<file path="src/deq_pkg.sv">
// Shared types for the double-ended queue: action and status codes and the
// request and result structs that travel on the top-level ports.
// Depends on nothing; double_ended_queue imports it.
package deq_pkg;

    typedef enum logic [1:0] {
        ACT_PUSH_REAR  = 2'd0,
        ACT_PUSH_FRONT = 2'd1,
        ACT_POP_FRONT  = 2'd2,
        ACT_POP_REAR   = 2'd3
    } t_action;

    typedef enum logic [1:0] {
        ST_DONE  = 2'd0,
        ST_EMPTY = 2'd1,
        ST_FULL  = 2'd2
    } t_status;

    localparam int VALUE_W = 32;
    localparam int OCC_W   = 5;

    typedef struct packed {
        t_action                    action;
        logic signed [VALUE_W-1:0]  value_in;
    } t_request;

    typedef struct packed {
        logic signed [VALUE_W-1:0]  value_out;
        t_status                    status;
        logic [OCC_W-1:0]           occupancy;
    } t_result;

endpackage

</file>
<file path="src/deq_ram.sv">
// Simple dual-port synchronous RAM holding the queue entries.
// One write port, one read port with registered read data; no package needed.
module deq_ram #(
    parameter int DEPTH = 16,
    parameter int WIDTH = 32
) (
    input  logic                     i_clk,
    input  logic                     i_wr_en,
    input  logic [$clog2(DEPTH)-1:0] i_wr_addr,
    input  logic [WIDTH-1:0]         i_wr_data,
    input  logic                     i_rd_en,
    input  logic [$clog2(DEPTH)-1:0] i_rd_addr,
    output logic [WIDTH-1:0]         o_rd_data
);

    logic [WIDTH-1:0] mem [DEPTH];

    always_ff @(posedge i_clk) begin
        if (i_wr_en) begin
            mem[i_wr_addr] <= i_wr_data;
        end
    end

    // Read data is registered: it lands in the cycle after the address.
    always_ff @(posedge i_clk) begin
        if (i_rd_en) begin
            o_rd_data <= mem[i_rd_addr];
        end
    end

endmodule

</file>
<file path="src/double_ended_queue.sv">
// Top level of the double-ended queue: ring-buffer pointer logic around one RAM.
// Depends on deq_pkg and deq_ram.
//
//   channel   | direction | handshake              | payload
//   ----------+-----------+------------------------+------------------------------
//   request   | in        | start high, busy low   | i_request (action, value_in)
//   result    | out       | o_valid, one cycle     | o_result (value_out, status,
//             |           |                        |           occupancy)
//
// Each request is accepted at a clock edge and its result is shown in the cycle
// right after that edge; a new request may be accepted at that same edge, so
// one request per cycle is sustained. The single RAM read port and the
// head/count update set this rate. Reset is synchronous and clears the head
// pointer, the entry count and the result strobe; the RAM contents are left as
// they are. The receiver cannot stall, so busy stays low.
module double_ended_queue #(
    parameter int QUEUE_DEPTH = 16,
    parameter int DATA_WIDTH  = 32
) (
    input  logic              i_clk,
    input  logic              i_rst_n,
    input  logic              start,
    output logic              busy,
    input  deq_pkg::t_request i_request,
    output logic              o_valid,
    output deq_pkg::t_result  o_result
);

    import deq_pkg::*;

    localparam int ADDR_W = $clog2(QUEUE_DEPTH);
    localparam int CNT_W  = $clog2(QUEUE_DEPTH + 1);

    localparam logic [ADDR_W:0]   DEPTH_X   = (ADDR_W + 1)'(QUEUE_DEPTH);
    localparam logic [ADDR_W-1:0] LAST_SLOT = ADDR_W'(QUEUE_DEPTH - 1);
    localparam logic [CNT_W-1:0]  FULL_CNT  = CNT_W'(QUEUE_DEPTH);

    // Pointer state: the front entry sits at r_head, the rear entry at
    // r_head + r_count - 1, both taken around the ring.
    logic [ADDR_W-1:0] r_head,  n_head;
    logic [CNT_W-1:0]  r_count, n_count;

    // Result stage. The popped value itself comes out of the RAM read register.
    logic              r_valid;
    logic              r_pop_ok;
    t_status           r_status,  n_status;

    logic              accept;
    logic              n_pop_ok;
    logic              wr_en;
    logic [ADDR_W-1:0] slot;
    logic [ADDR_W-1:0] rear_slot;
    logic [ADDR_W-1:0] free_slot;
    logic [ADDR_W-1:0] head_prev;
    logic [ADDR_W-1:0] head_next;
    logic [ADDR_W:0]   sum_free;
    logic [ADDR_W:0]   sum_rear;
    logic [ADDR_W:0]   sum_next;
    logic [DATA_WIDTH-1:0]        wr_data;
    logic signed [DATA_WIDTH-1:0] rd_data;

    // Requests are never held off, so busy is tied low.
    assign busy   = 1'b0;
    assign accept = start && !busy;

    // Slot arithmetic. Head and count stay below twice the depth when added,
    // so one compare and subtract brings a sum back onto the ring.
    assign sum_free  = {1'b0, r_head} + (ADDR_W + 1)'(r_count);
    assign free_slot = (sum_free >= DEPTH_X) ? ADDR_W'(sum_free - DEPTH_X)
                                             : ADDR_W'(sum_free);

    assign sum_rear  = {1'b0, r_head} + (ADDR_W + 1)'(r_count) - (ADDR_W + 1)'(1);
    assign rear_slot = (sum_rear >= DEPTH_X) ? ADDR_W'(sum_rear - DEPTH_X)
                                             : ADDR_W'(sum_rear);

    assign sum_next  = {1'b0, r_head} + (ADDR_W + 1)'(1);
    assign head_next = (sum_next >= DEPTH_X) ? ADDR_W'(sum_next - DEPTH_X)
                                             : ADDR_W'(sum_next);

    assign head_prev = (r_head == '0) ? LAST_SLOT : r_head - ADDR_W'(1);

    // Only the low DATA_WIDTH bits of the 32-bit value are kept; a wider entry
    // is filled with zeros above them.
    assign wr_data = DATA_WIDTH'($unsigned(i_request.value_in));

    always_comb begin
        n_head   = r_head;
        n_count  = r_count;
        n_status = ST_DONE;
        n_pop_ok = 1'b0;
        wr_en    = 1'b0;
        slot     = r_head;
        if (accept) begin
            case (i_request.action)
                ACT_PUSH_REAR: begin
                    slot = free_slot;
                    if (r_count == FULL_CNT) begin
                        n_status = ST_FULL;
                    end else begin
                        wr_en   = 1'b1;
                        n_count = r_count + CNT_W'(1);
                    end
                end
                ACT_PUSH_FRONT: begin
                    slot = head_prev;
                    if (r_count == FULL_CNT) begin
                        n_status = ST_FULL;
                    end else begin
                        wr_en   = 1'b1;
                        n_head  = head_prev;
                        n_count = r_count + CNT_W'(1);
                    end
                end
                ACT_POP_FRONT: begin
                    slot = r_head;
                    if (r_count == '0) begin
                        n_status = ST_EMPTY;
                    end else begin
                        n_pop_ok = 1'b1;
                        n_count  = r_count - CNT_W'(1);
                        // The head stays put when the last entry leaves.
                        if (r_count != CNT_W'(1)) begin
                            n_head = head_next;
                        end
                    end
                end
                ACT_POP_REAR: begin
                    slot = rear_slot;
                    if (r_count == '0) begin
                        n_status = ST_EMPTY;
                    end else begin
                        n_pop_ok = 1'b1;
                        n_count  = r_count - CNT_W'(1);
                    end
                end
                default: begin
                    n_status = ST_DONE;
                end
            endcase
        end
    end

    // A pop reads at the accept edge and the data is used in the next cycle,
    // while a push writes at its accept edge. A push right after a pop thus
    // cannot disturb the read already captured, and a pop right after a push
    // sees the entry already written, so no forwarding is needed.
    deq_ram #(
        .DEPTH (QUEUE_DEPTH),
        .WIDTH (DATA_WIDTH)
    ) u_ram (
        .i_clk     (i_clk),
        .i_wr_en   (wr_en),
        .i_wr_addr (slot),
        .i_wr_data (wr_data),
        .i_rd_en   (n_pop_ok),
        .i_rd_addr (slot),
        .o_rd_data (rd_data)
    );

    always_ff @(posedge i_clk) begin
        if (!i_rst_n) begin
            r_head   <= '0;
            r_count  <= '0;
            r_valid  <= 1'b0;
            r_pop_ok <= 1'b0;
            r_status <= ST_DONE;
        end else begin
            r_head   <= n_head;
            r_count  <= n_count;
            r_valid  <= accept;
            r_pop_ok <= n_pop_ok;
            r_status <= n_status;
        end
    end

    // The popped entry is sign-extended from DATA_WIDTH bits, or cut to the
    // low 32 bits when entries are wider. Pushes and refusals report zero.
    assign o_valid            = r_valid;
    assign o_result.value_out = r_pop_ok ? VALUE_W'(rd_data) : '0;
    assign o_result.status    = r_status;
    assign o_result.occupancy = OCC_W'(r_count);

    a_count_bound : assert property (@(posedge i_clk) disable iff (!i_rst_n)
        r_count <= FULL_CNT)
        else $error("entry count exceeds the queue depth");

    a_head_bound : assert property (@(posedge i_clk) disable iff (!i_rst_n)
        r_head <= LAST_SLOT)
        else $error("head pointer is off the ring");

    a_one_result : assert property (@(posedge i_clk) disable iff (!i_rst_n)
        (i_rst_n && accept) |=> o_valid)
        else $error("accepted request produced no result");

    a_full_refusal : assert property (@(posedge i_clk) disable iff (!i_rst_n)
        (o_valid && r_status == ST_FULL) |-> (r_count == FULL_CNT && !r_pop_ok))
        else $error("push refused while the queue is not full");

    a_empty_refusal : assert property (@(posedge i_clk) disable iff (!i_rst_n)
        (o_valid && r_status == ST_EMPTY) |-> (r_count == '0 && !r_pop_ok))
        else $error("pop refused while the queue holds entries");

endmodule
</file>
<file path="config.mk">
export PLATFORM = sky130hd
export DESIGN_NAME = double_ended_queue
export DESIGN_NICKNAME = d
export VERILOG_FILES = /design/src/deq_pkg.sv /design/src/deq_ram.sv /design/src/double_ended_queue.sv
export SDC_FILE = /design/constraint.sdc
export NUM_CORES = 1
export LEC_CHECK = 0
export BUFFER_PORTS_ARGS = -buffer_cell sky130_fd_sc_hd__buf_4
export CAP_MARGIN = 20
export CORE_MARGIN = 2
export CORE_UTILIZATION = 40
export CTS_CLUSTER_SIZE = 40
export DETAILED_ROUTE_END_ITERATION = 8
export GPL_ROUTABILITY_DRIVEN = 1
export PLACE_DENSITY_LB_ADDON = 0.25
export SYNTH_ARGS = -nofsm -noshare
export SYNTH_HDL_FRONTEND = slang
export SYNTH_SLANG_ARGS = --single-unit
</file>
<file path="constraint.sdc">
create_clock -name i_clk -period 8.9 [get_ports i_clk]
set_input_delay 1.335 -clock i_clk [delete_from_list [all_inputs] [get_ports i_clk]]
set_output_delay 1.335 -clock i_clk [all_outputs]
set_load 0.01 [all_outputs]
</file>
### Yosys cells after proc, flatten, opt, wreduce, memory -nomap -nowiden

Memories as Yosys holds them, arrays and structs flattened. A register that Yosys moved wholly into a read port is not among the register bits.
Cells that the tools add are included.

| operators by class | value |
|---|---|
| multiplexer cells | 25 |
| equal/unequal tests | 10 |
| order comparisons | 3 |
| reductions and logical operators | 9 |
| add/subtract/negate cells | 9 |

Operators by type and width:

| operator | count |
|---|---|
| $mux W32 | 1 |
| $mux W4 | 8 |
| $pmux W4 S4 | 1 |
| $sub A4 B1 Y4 const B | 4 |
| $ge A5 B5 Y1 const B | 3 |
| $mux W5 | 2 |
| $ne A2 B2 Y1 const B | 5 |
| $pmux W5 S2 | 1 |
| $sub A5 B1 Y5 const B | 2 |
| $mux W1 | 9 |
| $pmux W4 S2 | 1 |
| $add A4 B1 Y5 const B | 1 |
| $add A4 B5 Y5 | 1 |
| $add A5 B1 Y5 const B | 1 |
| $eq A5 B5 Y1 const B | 1 |
| $logic_not A5 Y1 | 1 |
| $ne A5 B1 Y1 const B | 1 |
| $reduce_and A5 Y1 | 1 |
| $eq A2 B2 Y1 const B | 2 |
| $logic_not A4 Y1 | 1 |
| $pmux W2 S2 | 1 |
| $reduce_or A2 Y1 | 2 |
| $reduce_and A3 Y1 | 1 |
| $eq A2 B1 Y1 const B | 1 |
| other kinds (4) | 4 |

| word-level totals | value |
|---|---|
| bits in registers | 13 |
| memories | 1 |
| output and inout bits | 41 |
| RAM bits | 512 |
| word-level logic and storage cells | 62 |

Memories:

| memory | depth | width | rd ports | clocked after memory_dff | wr ports | RTL line | text |
|---|---|---|---|---|---|---|---|
| u_ram.mem | 16 | 32 | 1 | 1 | 1 | deq_ram.sv:16 | `logic [WIDTH-1:0] mem [DEPTH];` |

### Logic depth before layout (Yosys ltp)

| logic depth | value |
|---|---|
| depth after elaboration | 6 |
| depth in mapped cells | 13 |
| depth with buffers taken out | 11 |

### Modules after synthesis

Synthesis repeated with hierarchy kept, for this count alone.

| second synthesis, totals | value |
|---|---|
| cell total of the unflattened synthesis | 1029 |
| area, all modules | 21617.0 sq um |

Modules (own cells, without submodules):

| module | area each (sq um) | sequential area each (sq um) | instances | cells each |
|---|---|---|---|---|
| deq_ram | 20155.6 | 16335.7 | 1 | 838 |
| double_ended_queue | 1461.4 | 260.2 | 1 | 191 |

### Least setup slack after synthesis

OpenSTA, ideal clock, no wires.

| path | value |
|---|---|
| kind | register to register |
| start | register r_count[0] |
| end | memory u_ram.mem[2][0] (enable) |
| required time | 8.398 ns |
| setup slack | 2.686 ns |
| stages on the path, launching flop included | 11 |
| arrival time | 5.712 ns |
| cells stage by stage | dfxtp_1 ha_1 fa_1 inv_1 ha_1 mux2_1 a21oi_1 o21ai_1 buf_2 clkbuf_1 nor4_1 |

| between the ends | value |
|---|---|
| word-level cells in the longest chain between the ends | 6 |
| elaborated cells between the ends (all ways) | 16 |
| classes of those cells | 4 x add/sub; 2 x order compare; 1 x eq/ne; 9 x mux |

RTL lines:

| item | RTL line | text |
|---|---|---|
| from (decl) | double_ended_queue.sv:41 | `logic [CNT_W-1:0] r_count, n_count;` |
| from (signal assigned) | double_ended_queue.sv:169 | `r_count <= n_count;` |
| $add A4 B5 Y5 or $eq A5 B5 Y1 (tied branches) | -- |  |
| $sub A5 B1 Y5 or $mux W1 (tied branches) | double_ended_queue.sv:72, double_ended_queue.sv:97, double_ended_queue.sv:106 |  |
| $sub A4 B1 Y4 (tied with other cells) | double_ended_queue.sv:73 | `assign rear_slot = (sum_rear >= DEPTH_X) ? ADDR_W'(sum_rear - DEPTH_X)` |
| $mux W4 or $mux W1 (tied branches) | double_ended_queue.sv:73, double_ended_queue.sv:93 |  |
| $pmux W4 S4 or $mux W1 (tied branches) | double_ended_queue.sv:94, deq_ram.sv:19 |  |
| $mux W4 or $mux W1 (tied branches) | double_ended_queue.sv:93, deq_ram.sv:20 |  |
| to (decl) | deq_ram.sv:16 |  |

Parallel ways exist; a longest one is shown, timed or not.

### Worst setup path after layout

| path | value |
|---|---|
| start | register r_head[2] |
| end | register u_ram.o_rd_data[23], read port of u_ram.mem, data pin |

| between the ends | value |
|---|---|
| word-level cells in the longest chain between the ends | 6 |
| elaborated cells between the ends (all ways) | 13 |
| classes of those cells | 5 x add/sub; 2 x order compare; 5 x mux; 1 x reduce/logical |

RTL lines:

| item | RTL line | text |
|---|---|---|
| from (decl) | double_ended_queue.sv:40 | `logic [ADDR_W-1:0] r_head, n_head;` |
| from (signal assigned) | double_ended_queue.sv:168 | `r_head <= n_head;` |
| $add A4 B5 Y5 | double_ended_queue.sv:68, double_ended_queue.sv:72 |  |
| $sub A5 B1 Y5 | double_ended_queue.sv:72 | `assign sum_rear = {1'b0, r_head} + (ADDR_W + 1)'(r_count) - (ADDR_W + 1)'(1);` |
| $sub A4 B1 Y4 or $ge A5 B5 Y1 (tied branches) | double_ended_queue.sv:73 |  |
| $mux W4 | double_ended_queue.sv:73 |  |
| $pmux W4 S4 | double_ended_queue.sv:94 | `case (i_request.action)` |
| $mux W4 * | double_ended_queue.sv:93 | `if (accept) begin` |
| to (decl) | deq_ram.sv:13 | `output logic [WIDTH-1:0] o_rd_data` |

Every way passes the cells marked *; elsewhere a longest branch is shown, timed or not.
A chain may end at the register's enable or synchronous reset.

==> results.sh <==
export IMPL_die_x_microns=260.8
export IMPL_area_growth_syn_to_layout_pct=12.16
export IMPL_drt_total_wl_microns=84820
export IMPL_path_clk_slew_ns=0.06
export IMPL_yosys_warnings=0
export IMPL_antenna_left=0
export IMPL_post_route_drc_count=0
export IMPL_relSlewSlack_pct=12.55
export IMPL_core_area_sq_um=65510
export IMPL_synthCells=2177
export IMPL_outcome="finished, final reports clean"
export IMPL_ys_seq_area_share_pct=62.91
export IMPL_hold_buffers=0
export IMPL_worst_ir_drop_vdd_mv=0.2001
export IMPL_synthAdderAreaFrac_pct=0.5976
export IMPL_cts_root_buf="clkbuf_16"
export IMPL_drive_above_1_share_pct=11.37
export IMPL_grt_pass1_wl_microns=127100
export IMPL_synth_top_family_by_area="simple AND/OR/NAND/NOR gates"
export IMPL_die_area_sq_um=68020
export IMPL_place_gp_congestion=0.7820
export IMPL_yosys_area_share_simple_pct=20.59
export IMPL_endpoint_kind="flip-flop"
export IMPL_worstRegToRegCells=9
export IMPL_synthDistinctLibCells=64
export IMPL_grt_overflow=0
export IMPL_cts_tree="built"
export IMPL_synth_xor_area_share_pct=0.2941
export IMPL_cpMostUsedCell="nand4_1"
export IMPL_reg2reg_slack_ns=3.65
export IMPL_cap_violations=0
export IMPL_gr_usage_all_layers_pct=24.56
export IMPL_synth_edf_count=544
export IMPL_port_buffer_count=76
export IMPL_rows=94
export IMPL_synth_compound_area_share_pct=11.27
export IMPL_total_power_uw=7284
export IMPL_cts_max_level=2
export IMPL_hp_start="r_count[2]$_SDFFE_PN0P_"
export IMPL_critical_path_max_stage_delay_ns=0.96
export IMPL_layout_commonest_cell="nor3_1"
export IMPL_cts_buffer_depth=3
export IMPL_critPathKind="flip-flop to flip-flop"
export IMPL_worst_ep_required_time_ns=9.25
export IMPL_avgSynthCellArea_sq_um=12.12
export IMPL_setup_violations=0
export IMPL_n_antenna_cell=0
export IMPL_dr_pass1_iters=5
export IMPL_crit_chain="clkinv_2, buf_4, o21ai_1, o32ai_4, buf_12, nand3_4, o32a_1, nand4_1, nand4_1"
export IMPL_tns_ns=0
export IMPL_worstReg2RegEnd="u_ram.o_rd_data[23]$_DFFE_PP_"
export IMPL_start_util_pct=40.27
export IMPL_antenna_found_initial=0
export IMPL_tightest_slew_ns=1.312
export IMPL_p_leak_uw=0.008610
export IMPL_synthFlopType="edfxtp_1"
export IMPL_final_cell_mix="585 x nor3_1, 544 x edfxtp_1, 126 x o31ai_1"
export IMPL_synthMuxAreaShare_pct=0.1186
export IMPL_clock_fmax_mhz=190.4
export IMPL_synth_seq_cells=557
export IMPL_syn_area_sq_um=26380
export IMPL_grt_start_max_net_pins=195
export IMPL_fin_crit_ns=5.252
export IMPL_via_count=20420
export IMPL_finalHoldViolations=0
export IMPL_cpMaxStageDelayCell="nand3_4"
export IMPL_maxSlewViolCount=0
export IMPL_fin_crit_sh_pct=59.01
export IMPL_min_to="r_count[2]$_SDFFE_PN0P_"
export IMPL_place_hpwl_microns=41140
export IMPL_io_pins=78
export IMPL_crit_buf_inv=3
export IMPL_crit_family="buffers and inverters"
export IMPL_wl_per_cell_microns=27.94
export IMPL_worstHoldPathCells=2
export IMPL_async_reset_ff_share_pct=0
export IMPL_grt_pass1_vias=20130
export IMPL_worst_r2r_startpoint="r_head[2]$_SDFFE_PN0P_"
export IMPL_cts_resized=0
export IMPL_crit_arrival_ns=5.60
export IMPL_cts_buffers=58
export IMPL_drtIter0Drc=2444
export IMPL_viasPerCell=6.727
export IMPL_synth_fp_nets=2226
export IMPL_die_y_microns=260.8
export IMPL_hold_path_class="flip-flop to flip-flop"
export IMPL_pre_cts_slack_ns=3.493
export IMPL_nNetsFinal=2177
export IMPL_cts_sinks=557
export IMPL_cp_max_fo=194
export IMPL_cts_setup_buffers=0
export IMPL_setup_slack_ns=3.648
export IMPL_clock_latency_ns=0.64
export IMPL_final_setup_skew_ns=0.01462
export IMPL_rsz0062_at_grt="no"
export IMPL_start_kind="flip-flop"
export IMPL_power_density_nw_per_um2=246.2
[state kept, by name (all words and copies together) (netlist names)]
| name | count |
|---|---|
| u_ram.o_rd_data | 32 |
| r_head | 4 |
| o_valid | 1 |
| r_pop_ok | 1 |
| u_ram.mem | 512 |
| r_status | 2 |
| r_count | 5 |
[per-layer routing]
| metal | vias up | track usage, % | routed length (microns) |
|---|---|---|---|
| li1 | 8822 | - | - |
| met1 | 10290 | 33.07 | 34380 |
| met2 | 1127 | 40.39 | 40680 |
| met3 | 182 | 3.215 | 6878 |
| met4 | 0 | 9.540 | 2881 |
| met5 | - | 0 | 0 |
[where the power goes]
part	internal, uW	switching [uW]	total, uW
combinational	437	1220	1660
clock	1540	1040	2570
sequential	3000	57.1	3050
[worst reg2reg max path: cells and delay by family, from the launching register on]
| kind | cells | cell delay (ns) |
|---|---|---|
| compound gates | 3 | 0.99 |
| buf+inv | 3 | 2.18 |
| simple gates | 3 | 1.34 |
| flops | 1 | 0.46 |
[stage by stage]
stage	hold WS, ns	utilization (%)	cells	instance area (sq um)
after floorplan	0.5755	-	2177	26380
after global placement	0.5868	42.03	2929	27530
after detailed placement	0.6019	42.13	2932	27600
after CTS	0.6118	45.16	3036	29590
after global routing	0.6661	45.16	3036	29590
final	0.6124	45.16	3036	29590
[worst max path at each step]
stage / cells after the start / end / startpoint
after floorplan: 10 / u_ram.mem[2][0]$_DFFE_PP_ / r_count[0]$_SDFFE_PN0P_
after global placement: 9 / u_ram.o_rd_data[23]$_DFFE_PP_ / i_request[33]
after detailed placement: 9 / u_ram.o_rd_data[5]$_DFFE_PP_ / i_request[33]
after CTS: 9 / u_ram.o_rd_data[23]$_DFFE_PP_ / r_head[2]$_SDFFE_PN0P_
after global routing: 9 / u_ram.o_rd_data[23]$_DFFE_PP_ / r_head[2]$_SDFFE_PN0P_
final: 9 / u_ram.o_rd_data[23]$_DFFE_PP_ / r_head[2]$_SDFFE_PN0P_
[cells by family after synthesis]
kind of cell,after synthesis
fa+ha+maj,12
mux,3
xor+xnor,8
flops,557
buf+inv,239
simple gates,984
other cells,1
compound gates,373
[cell type report]
class | count | area [sq um]
Clock buffer | 66 | 1481
Clock inverter | 38 | 504.2
Fill cell | 5791 | 35920
Inverter | 9 | 35.03
Multi-Input combinational cell | 1381 | 8872
Sequential cell | 557 | 16600
Tap cell | 864 | 1081
Timing Repair Buffer | 121 | 1016
[Yosys cell counts (3+ instances only)]
master / count / area, sq um
nor3_1: 585 / 2928
edfxtp_1: 544 / 16340
o31ai_1: 126 / 945.9
or4_1: 125 / 938.4
clkbuf_1: 112 / 420.4
nand4_1: 94 / 588.1
buf_2: 81 / 405.4
nand3_1: 72 / 360.4
o32a_1: 63 / 630.6
o22a_1: 62 / 543.0
o22ai_1: 62 / 387.9
and2_1: 32 / 200.2
buf_4: 26 / 195.2
nor2_1: 26 / 97.59
nand2_1: 17 / 63.81
a21oi_1: 13 / 65.06
dfxtp_1: 13 / 260.3
ha_1: 11 / 137.6
nor4_1: 11 / 68.82
buf_1: 9 / 33.78
o32ai_1: 9 / 78.83
inv_1: 8 / 30.03
o21ai_0: 6 / 30.03
a21o_1: 5 / 37.54
o21ai_1: 5 / 25.02
xnor2_1: 5 / 43.79
and3b_1: 3 / 26.28
nor2b_1: 3 / 18.77
(Power assumes the default switching activity.)
